===== src/hw/rtl/lfv_pkg.sv =====
// Shared types, constants and helper functions for the LIN frame validator.
`timescale 1ns / 1ps

package lfv_pkg;

    localparam int MAX_DATA_BYTES = 8;
    localparam int COUNT_WIDTH    = 32;
    localparam int N_STATUS       = 8;

    localparam logic [7:0] SYNC_VALUE = 8'h55;
    localparam logic [7:0] ID_MASK    = 8'h3F;

    localparam logic [3:0] DATA_LENGTH_RESET   = 4'd8;
    localparam logic [7:0] EXPECTED_PID_RESET  = 8'd128;
    localparam logic       ENHANCED_MODE_RESET = 1'b1;

    localparam logic [3:0] POS_MAX = 4'd15;

    typedef enum logic [1:0] {
        REG_DATA_LENGTH   = 2'd0,
        REG_EXPECTED_PID  = 2'd1,
        REG_ENHANCED_MODE = 2'd2,
        REG_UNUSED        = 2'd3
    } t_reg_index;

    typedef enum logic [2:0] {
        ST_OK        = 3'd0,
        ST_OVERFLOW  = 3'd1,
        ST_TRUNCATED = 3'd2,
        ST_OVERLONG  = 3'd3,
        ST_SYNC      = 3'd4,
        ST_PARITY    = 3'd5,
        ST_PID       = 3'd6,
        ST_CHECKSUM  = 3'd7
    } t_status;

    typedef struct packed {
        logic [7:0] rx_byte;
        logic       byte_present;
        logic       frame_end;
        logic       overflow_flag;
    } t_item;

    typedef struct packed {
        logic [3:0] data_length;
        logic [7:0] expected_pid;
        logic       enhanced_mode;
    } t_cfg;

    // Eight-bit sum with the carry folded back in.
    function automatic logic [7:0] carry_add(input logic [7:0] a, input logic [7:0] b);
        logic [8:0] s;
        s = {1'b0, a} + {1'b0, b};
        if (s > 9'd255) begin
            s = s - 9'd255;
        end
        return s[7:0];
    endfunction

    // Protected identifier with both parity bits for a six-bit frame ID.
    function automatic logic [7:0] make_pid(input logic [5:0] id);
        logic p0;
        logic p1;
        p0 = id[0] ^ id[1] ^ id[2] ^ id[4];
        p1 = ~(id[1] ^ id[3] ^ id[4] ^ id[5]);
        return {p1, p0, id};
    endfunction

    // Data length clamped to the supported range.
    function automatic logic [3:0] eff_length(input logic [3:0] dl);
        logic [3:0] n;
        n = dl;
        if (n == 4'd0) begin
            n = 4'd1;
        end
        if (n > 4'(MAX_DATA_BYTES)) begin
            n = 4'(MAX_DATA_BYTES);
        end
        return n;
    endfunction

endpackage


===== src/hw/rtl/lfv_frame_check.sv =====
// Per-frame byte classification, running checksum and end-of-frame judgement.
`timescale 1ns / 1ps

module lfv_frame_check
    import lfv_pkg::*;
(
    input  logic    i_clk,
    input  logic    i_rst_n,
    input  logic    i_en,
    input  t_item   i_item,
    input  t_cfg    i_cfg,
    output t_status o_status
);

    logic [3:0] r_pos;
    logic       r_sync;
    logic [7:0] r_pid;
    logic [7:0] r_sum;
    logic [7:0] r_chk;

    logic [3:0] n_pos;
    logic       n_sync;
    logic [7:0] n_pid;
    logic [7:0] n_sum;
    logic [7:0] n_chk;

    logic [3:0] len;
    logic [3:0] expect_len;
    logic [7:0] calc;

    always_comb begin
        len    = eff_length(i_cfg.data_length);
        n_pos  = r_pos;
        n_sync = r_sync;
        n_pid  = r_pid;
        n_sum  = r_sum;
        n_chk  = r_chk;
        if (i_item.byte_present) begin
            if (r_pos == 4'd0) begin
                n_sync = (i_item.rx_byte == SYNC_VALUE);
            end else if (r_pos == 4'd1) begin
                n_pid = i_item.rx_byte;
            end else if (r_pos < 4'd2 + len) begin
                n_sum = carry_add(r_sum, i_item.rx_byte);
            end else if (r_pos == 4'd2 + len) begin
                n_chk = i_item.rx_byte;
            end
            if (r_pos < POS_MAX) begin
                n_pos = r_pos + 4'd1;
            end
        end
    end

    always_comb begin
        expect_len = 4'd3 + len;
        calc       = n_sum;
        if (i_cfg.enhanced_mode) begin
            calc = carry_add(n_sum, n_pid);
        end
        calc = ~calc;
        if (i_item.overflow_flag) begin
            o_status = ST_OVERFLOW;
        end else if (n_pos < expect_len) begin
            o_status = ST_TRUNCATED;
        end else if (n_pos > expect_len) begin
            o_status = ST_OVERLONG;
        end else if (!n_sync) begin
            o_status = ST_SYNC;
        end else if (make_pid(n_pid[5:0]) != n_pid) begin
            o_status = ST_PARITY;
        end else if (n_pid != i_cfg.expected_pid) begin
            o_status = ST_PID;
        end else if (calc != n_chk) begin
            o_status = ST_CHECKSUM;
        end else begin
            o_status = ST_OK;
        end
    end

    // The closing word returns all per-frame state to zero.
    always_ff @(posedge i_clk) begin
        if (!i_rst_n) begin
            r_pos  <= '0;
            r_sync <= 1'b0;
            r_pid  <= '0;
            r_sum  <= '0;
            r_chk  <= '0;
        end else if (i_en) begin
            if (i_item.frame_end) begin
                r_pos  <= '0;
                r_sync <= 1'b0;
                r_pid  <= '0;
                r_sum  <= '0;
                r_chk  <= '0;
            end else begin
                r_pos  <= n_pos;
                r_sync <= n_sync;
                r_pid  <= n_pid;
                r_sum  <= n_sum;
                r_chk  <= n_chk;
            end
        end
    end

endmodule


===== src/hw/rtl/lfv_status_counters.sv =====
// Saturating event counters, one for each frame status.
`timescale 1ns / 1ps

module lfv_status_counters
    import lfv_pkg::*;
(
    input  logic        i_clk,
    input  logic        i_rst_n,
    input  logic        i_en,
    input  t_status     i_status,
    output logic [31:0] o_count
);

    logic [COUNT_WIDTH-1:0] r_count [N_STATUS];
    logic [COUNT_WIDTH-1:0] cur;
    logic [COUNT_WIDTH-1:0] n_count;
    logic [63:0]            wide;

    always_comb begin
        cur     = r_count[i_status];
        n_count = cur;
        if (cur != {COUNT_WIDTH{1'b1}}) begin
            n_count = cur + COUNT_WIDTH'(1);
        end
        wide    = 64'(n_count);
        o_count = wide[31:0];
    end

    always_ff @(posedge i_clk) begin
        if (!i_rst_n) begin
            for (int i = 0; i < N_STATUS; i++) begin
                r_count[i] <= '0;
            end
        end else if (i_en) begin
            r_count[i_status] <= n_count;
        end
    end

endmodule


===== src/hw/rtl/lin_frame_validator.sv =====
// Top level of the LIN frame validator: stream ports, register port and output register.
// A result word is loaded into the output register when the closing input word advances out
// of the input register. Throughput: one input word per cycle; the input
// register holds a closing word only while the output register is full and not being taken.
// Reset (synchronous, active low) empties both registers, clears the frame state and
// all status counters, and loads the configuration registers with their default values.
`timescale 1ns / 1ps

module lin_frame_validator
    import lfv_pkg::*;
(
    input  logic        i_clk,
    input  logic        i_rst_n,
    input  logic        psel,
    input  logic        penable,
    input  logic        pwrite,
    input  logic [3:0]  paddr,
    input  logic [31:0] pwdata,
    output logic [31:0] prdata,
    output logic        pready,
    input  logic        s_axis_tvalid,
    output logic        s_axis_tready,
    input  logic [7:0]  s_axis_tdata,   // rx_byte
    input  logic [1:0]  s_axis_tuser,   // byte_present, overflow_flag
    input  logic        s_axis_tlast,
    output logic        m_axis_tvalid,
    input  logic        m_axis_tready,
    output logic [39:0] m_axis_tdata    // status, status_count, zero fill
);

    t_cfg        r_cfg;
    t_item       r_in;
    logic        r_in_valid;
    logic        r_out_valid;
    t_status     r_out_status;
    logic [31:0] r_out_count;

    t_reg_index  reg_idx;
    logic        cfg_wr;
    logic        advance;
    t_status     status;
    logic [31:0] count;

    assign pready  = 1'b1;
    assign reg_idx = t_reg_index'(paddr[3:2]);
    assign cfg_wr  = psel && penable && pwrite && pready;

    always_comb begin
        case (reg_idx)
            REG_DATA_LENGTH:   prdata = 32'(r_cfg.data_length);
            REG_EXPECTED_PID:  prdata = 32'(r_cfg.expected_pid);
            REG_ENHANCED_MODE: prdata = 32'(r_cfg.enhanced_mode);
            default:           prdata = '0;
        endcase
    end

    always_ff @(posedge i_clk) begin
        if (!i_rst_n) begin
            r_cfg.data_length   <= DATA_LENGTH_RESET;
            r_cfg.expected_pid  <= EXPECTED_PID_RESET;
            r_cfg.enhanced_mode <= ENHANCED_MODE_RESET;
        end else if (cfg_wr) begin
            case (reg_idx)
                REG_DATA_LENGTH:   r_cfg.data_length   <= pwdata[3:0];
                REG_EXPECTED_PID:  r_cfg.expected_pid  <= pwdata[7:0];
                REG_ENHANCED_MODE: r_cfg.enhanced_mode <= pwdata[0];
                default: begin
                end
            endcase
        end
    end

    // A word that does not close a frame never waits on the output side.
    assign advance       = r_in_valid && (!r_in.frame_end || !r_out_valid || m_axis_tready);
    assign s_axis_tready = !r_in_valid || advance;

    always_ff @(posedge i_clk) begin
        if (!i_rst_n) begin
            r_in_valid <= 1'b0;
        end else if (s_axis_tready) begin
            r_in_valid <= s_axis_tvalid;
        end
    end

    always_ff @(posedge i_clk) begin
        if (s_axis_tvalid && s_axis_tready) begin
            r_in.rx_byte       <= s_axis_tdata;
            r_in.byte_present  <= s_axis_tuser[0];
            r_in.frame_end     <= s_axis_tlast;
            r_in.overflow_flag <= s_axis_tuser[1];
        end
    end

    lfv_frame_check u_check (
        .i_clk    (i_clk),
        .i_rst_n  (i_rst_n),
        .i_en     (advance),
        .i_item   (r_in),
        .i_cfg    (r_cfg),
        .o_status (status)
    );

    lfv_status_counters u_counters (
        .i_clk    (i_clk),
        .i_rst_n  (i_rst_n),
        .i_en     (advance && r_in.frame_end),
        .i_status (status),
        .o_count  (count)
    );

    always_ff @(posedge i_clk) begin
        if (!i_rst_n) begin
            r_out_valid <= 1'b0;
        end else if (advance && r_in.frame_end) begin
            r_out_valid <= 1'b1;
        end else if (m_axis_tready) begin
            r_out_valid <= 1'b0;
        end
    end

    always_ff @(posedge i_clk) begin
        if (advance && r_in.frame_end) begin
            r_out_status <= status;
            r_out_count  <= count;
        end
    end

    assign m_axis_tvalid = r_out_valid;
    assign m_axis_tdata  = {5'b0, r_out_count, r_out_status};

`ifndef ASSERT_OFF
    a_no_overrun : assert property (@(posedge i_clk) disable iff (!i_rst_n)
        r_in_valid && r_in.frame_end && r_out_valid && !m_axis_tready |=> r_in_valid)
        else $error("closing word left the input register while the result was stalled");

    a_ready_when_empty : assert property (@(posedge i_clk) disable iff (!i_rst_n)
        !s_axis_tready |-> r_in_valid)
        else $error("input side stalled with an empty input register");

    a_count_nonzero : assert property (@(posedge i_clk) disable iff (!i_rst_n)
        r_out_valid |-> r_out_count != 32'd0)
        else $error("reported status count is zero");

    a_result_loaded : assert property (@(posedge i_clk) disable iff (!i_rst_n)
        advance && r_in.frame_end |=> r_out_valid)
        else $error("closing word produced no result");
`endif

endmodule

===== config.mk =====
export PLATFORM = sky130hd
export DESIGN_NAME = lin_frame_validator
export DESIGN_NICKNAME = d
export VERILOG_FILES = /design/src/hw/rtl/lfv_pkg.sv /design/src/hw/rtl/lfv_frame_check.sv /design/src/hw/rtl/lfv_status_counters.sv /design/src/hw/rtl/lin_frame_validator.sv
export SDC_FILE = /design/constraint.sdc
export NUM_CORES = 1
export LEC_CHECK = 0
export BUFFER_PORTS_ARGS = -buffer_cell sky130_fd_sc_hd__buf_2
export CORE_ASPECT_RATIO = 2
export CORE_MARGIN = 1
export CORE_UTILIZATION = 55
export DETAILED_ROUTE_END_ITERATION = 12
export GPL_TIMING_DRIVEN = 0
export PLACE_DENSITY_LB_ADDON = 0.12
export SLEW_MARGIN = 30
export SYNTH_ARGS = -nofsm -noshare
export SYNTH_HDL_FRONTEND = slang
export SYNTH_SLANG_ARGS = --single-unit

===== constraint.sdc =====
create_clock -name i_clk -period 8.4 [get_ports i_clk]
set_input_delay 1.68 -clock i_clk [delete_from_list [all_inputs] [get_ports i_clk]]
set_output_delay 1.68 -clock i_clk [all_outputs]
set_load 0.01 [all_outputs]

==> metrics list <==
* Number of flip-flops and latches in the synthesized netlist: 346
- Summing all placed instances gives a cell area of 19300 um^2.
- The number of global-route vias before repair was 14500.
* Data arrival, critical path: 8.74 ns
- On the critical path, the stage with the largest delay is an instance of sky130_fd_sc_hd__fa_2.
* Most frequent CP cell: sky130_fd_sc_hd__ha_4
* DIE WIDTH: 131 um
- Clock skew on the completed layout was measured at 0.0215 ns.
- With fillers left out, the area of the finished cells amounts to 23600 um^2.
- Number of buffers created by CTS: 34
* Sum Neg Setup Slack: -0.717 ns
* Clock H-tree levels: 2
- The final count of pins violating max slew is 0.
* Outcome: complete, but fails checks
* Largest fanout on the critical path: 10
* Shortest clock period the worst path allows after layout: 8.48 ns
- IO Pins: 129
- Setup violations remaining at the end of the flow were counted as 18.
- The net count of the finished layout is 1995.
- Placed wire-length estimate after detailed placement: 40700 um
* Worst Max-Slew Pin Slew: 1.07 ns
* Placeable core region: 32300 um^2
- GPL Wtd Cong: 0.994
* Area of the mapped netlist: 18200 um^2
* Sequential fraction of the synthesis area: 54.7%
- The number of failing hold endpoints at the final stage is 0.
- By count the netlist is led by sky130_fd_sc_hd__edfxtp_1, sky130_fd_sc_hd__nor2_1, sky130_fd_sc_hd__mux2i_1.
- After layout, the worst path uses 101% of the clock period.
- Vias: 15000
* Headroom to the max-slew limit: 28.4%
- Most repeated cell in the gate-level netlist after synthesis: sky130_fd_sc_hd__edfxtp_1
- Static power due to leakage: 8.99 nW
- # hold bufs at CTS: 0
* Endpoint type of the worst setup path: flip-flop
- In this run, the combinational gates consume 13.0% of the power.
- Net switching share of the total power: 25.6%
* Reg-to-reg slack, setup: -0.08 ns
- Clock-pin slew was measured on the worst setup and hold paths at 0.07 ns.
- Sink count of the clock tree: 346
- After global routing the overflow that remains totals 0.
* Number of routed nets with antenna violations: 0
* Max-cap violations: 0
- Critical path required time: 8.66 ns
* Synth-to-Final Area Change: 29.6%
- Unrepaired setup endpoints after global routing: true
- The floorplan step defined a die boundary enclosing 33900 um^2.
* Share of the synthesized area in the top cell type: 49.8%
* Worst VDD drop: 0.182 mV
- Class of the most critical hold timing path: flip-flop to flip-flop
* GRT Overall Usage: 36.3%
* Count of synthesis-stage warnings from yosys: 0
* Switching component of the power: 1.02 mW
* # diodes: 0
* Async set-or-reset flop fraction in the synthesized netlist: 0%
- DR WL/cell: 27.7 um
- Number of core rows: 93
- The first global-routing pass estimated 87300 um of wire.
- Synth cell types: 96
* Pin count of the biggest net entering global routing: 33
* Initial antenna violation count: 0
* Number of enable-type register cells in the synthesized netlist: 302
- Final hold analysis gives a worst-case slack of 0.532 ns.
* Max clock buf depth: 3
- The cell count after synthesis came out at 1621.
- Pwr/cell area: 169 nW/um^2
* Critical Path Start Type: flip-flop
* Top delay family on crit path: compound AO/OA/AOI/OAI gates
- The worst setup path is of the flip-flop to flip-flop kind.
- Number of buffers and inverters on the critical path: 7
- The first detailed-routing pass ran for 5 iterations.
- The final reports fail on negative setup slack.
- In this run the vertical extent of the chip is 259 um.
* Sum of routed wire length over all layers: 65300 um
- In the post-route analysis, the smallest setup slack over all paths is -0.0755 ns.
- Using the TritonRoute via totals, the vias-per-cell ratio works out to 6.35.
- Maximum operating frequency: 118 MHz
- Part of the total power dissipated in the clock network: 38.1%
- The internal power of the cells totals 2.96 mW.
- Root Buffer Master: sky130_fd_sc_hd__clkbuf_16
- Delay of the slowest cell on the worst path: 0.58 ns
* Initial Util: 56.3%
* Pre-CTS WS: -2.33 ns
- For the worst-skew pair, the clock arrives at the later sink with an insertion delay of 0.55 ns.
- Share of post-route cells with drive strength above 1: 31.1%
* Share of total power in sequential cells: 48.9%
- Commonest register cell after synthesis: sky130_fd_sc_hd__edfxtp_1
- Main area contributors after synthesis: sky130_fd_sc_hd__edfxtp_1, sky130_fd_sc_hd__nor2_1, sky130_fd_sc_hd__dfxtp_1
* Avg Inst Size Synth: 11.2 um^2
- First-iteration detailed-routing DRC count: 1182
- Port buffering added 69 buffers.
- TritonCTS built the clock tree.
- After detailed routing, the number of remaining DRC violations is 0.
* Cell type with the highest aggregate area in the netlist: sky130_fd_sc_hd__edfxtp_1
[layout make-up]
type / count / area [um^2]
Fill cell: 2272 / 8750
Timing Repair Buffer: 218 / 1780
Clock inverter: 14 / 111
Sequential cell: 346 / 9950
Tap cell: 427 / 534
Multi-Input combinational cell: 1142 / 9300
Inverter: 43 / 166
Buffer: 120 / 803
Clock buffer: 44 / 952
[layer usage]
| layer | routed length, um | up-vias | global-route usage (%) | part of all wire, % |
|---|---|---|---|---|
| met4 | 6960 | 0 | 36.3 | 11 |
| li1 | - | 6540 | - | - |
| met3 | 4320 | 357 | 5.50 | 6.6 |
| met2 | 34200 | 787 | 64.3 | 52 |
| met5 | 0 | - | 0 | 0 |
| met1 | 19800 | 7272 | 34.1 | 30 |
[registers in the layout, indices dropped and copies added (netlist names)]
signal and cells:
u_check.r_chk 8, m_axis_tvalid 1, r_cfg 13, r_out_count 32
r_in 11, u_check.r_pid 8, u_check.r_sync 1, u_counters.r_count 256
r_in_valid 1, r_out_status 3, u_check.r_sum 8, u_check.r_pos 4
[through the flow]
| step | utilization, % | instances | total power, mW |
|---|---|---|---|
| 6_report | 73.0 | 2354 | 3.98 |
| 5_1_grt | 73.0 | 2354 | 4.07 |
| 4_1_cts | 67.7 | 2256 | 3.87 |
| 3_5_place_dp | 59.7 | 2147 | 2.33 |
| 3_3_place_gp | 59.3 | 2145 | 2.32 |
| 2_1_floorplan | - | 1649 | 2.21 |
[power by group through the flow]
stage               clock network, mW  registers [mW]  logic (mW)
floorplan                           0            1.98       0.226
global placement                    0            1.99       0.335
detailed placement                  0            1.99       0.346
CTS                              1.51            1.95       0.413
global route                     1.58            1.95       0.538
finish                           1.52            1.95       0.518
[layout by cell type, fill, tap and decap left out, drive strengths merged, types with 30 or more instances in the layout]
cell type,Yosys,routed
buf,64,277
dfxtp,44,44
xnor2,40,44
ha,34,34
o22ai,44,44
nand2,84,84
nor2b,41,41
mux2,31,31
clkbuf,61,105
mux2i,85,86
o21ai,38,38
nor2,270,270
a21oi,71,71
inv,43,44
conb,2,30
edfxtp,302,302
nand3,32,32
a22oi,36,36
[cell families after synthesis]
logic type                 synth area share, %
xor gates and xnor gates                  2.99
muxes                                     6.61
AOI/OAI and AO/OA                         13.4
and+or+nand+nor                           15.1
adders and majority gates                 2.56
buffers and inverters                     4.63
other                                   0.0413
DFF                                       54.7
[repair_timing]
item                                    4_1_cts  5_1_grt
setup buffers                                48       92
pin swaps                                    43       91
endpoints found under the setup margin      544      512
cloned                                        3       11
endpoints found under the hold margin         0        0
gates resized for setup                     171      189
[worst register-to-register path: cells and delay by family (launching register included)]
| family | cells | cell delay, ns |
|---|---|---|
| simple gates | 6 | 1.13 |
| mux | 2 | 0.42 |
| fa+ha+maj | 5 | 1.60 |
| xor+xnor | 1 | 0.28 |
| flops | 1 | 0.46 |
| buf+inv | 7 | 1.08 |
| compound gates | 10 | 3.25 |
[path summary, 6_finish.rpt]
path,startpoint,endpoint,cells after the start
max,r_in[3],u_counters.r_count[0][12],31
min,r_cfg[12],r_cfg[12],2
max reg2reg,r_in[3],u_counters.r_count[0][12],31
min reg2reg,r_cfg[12],r_cfg[12],2
Note: power is estimated with default switching activity, not from simulation.
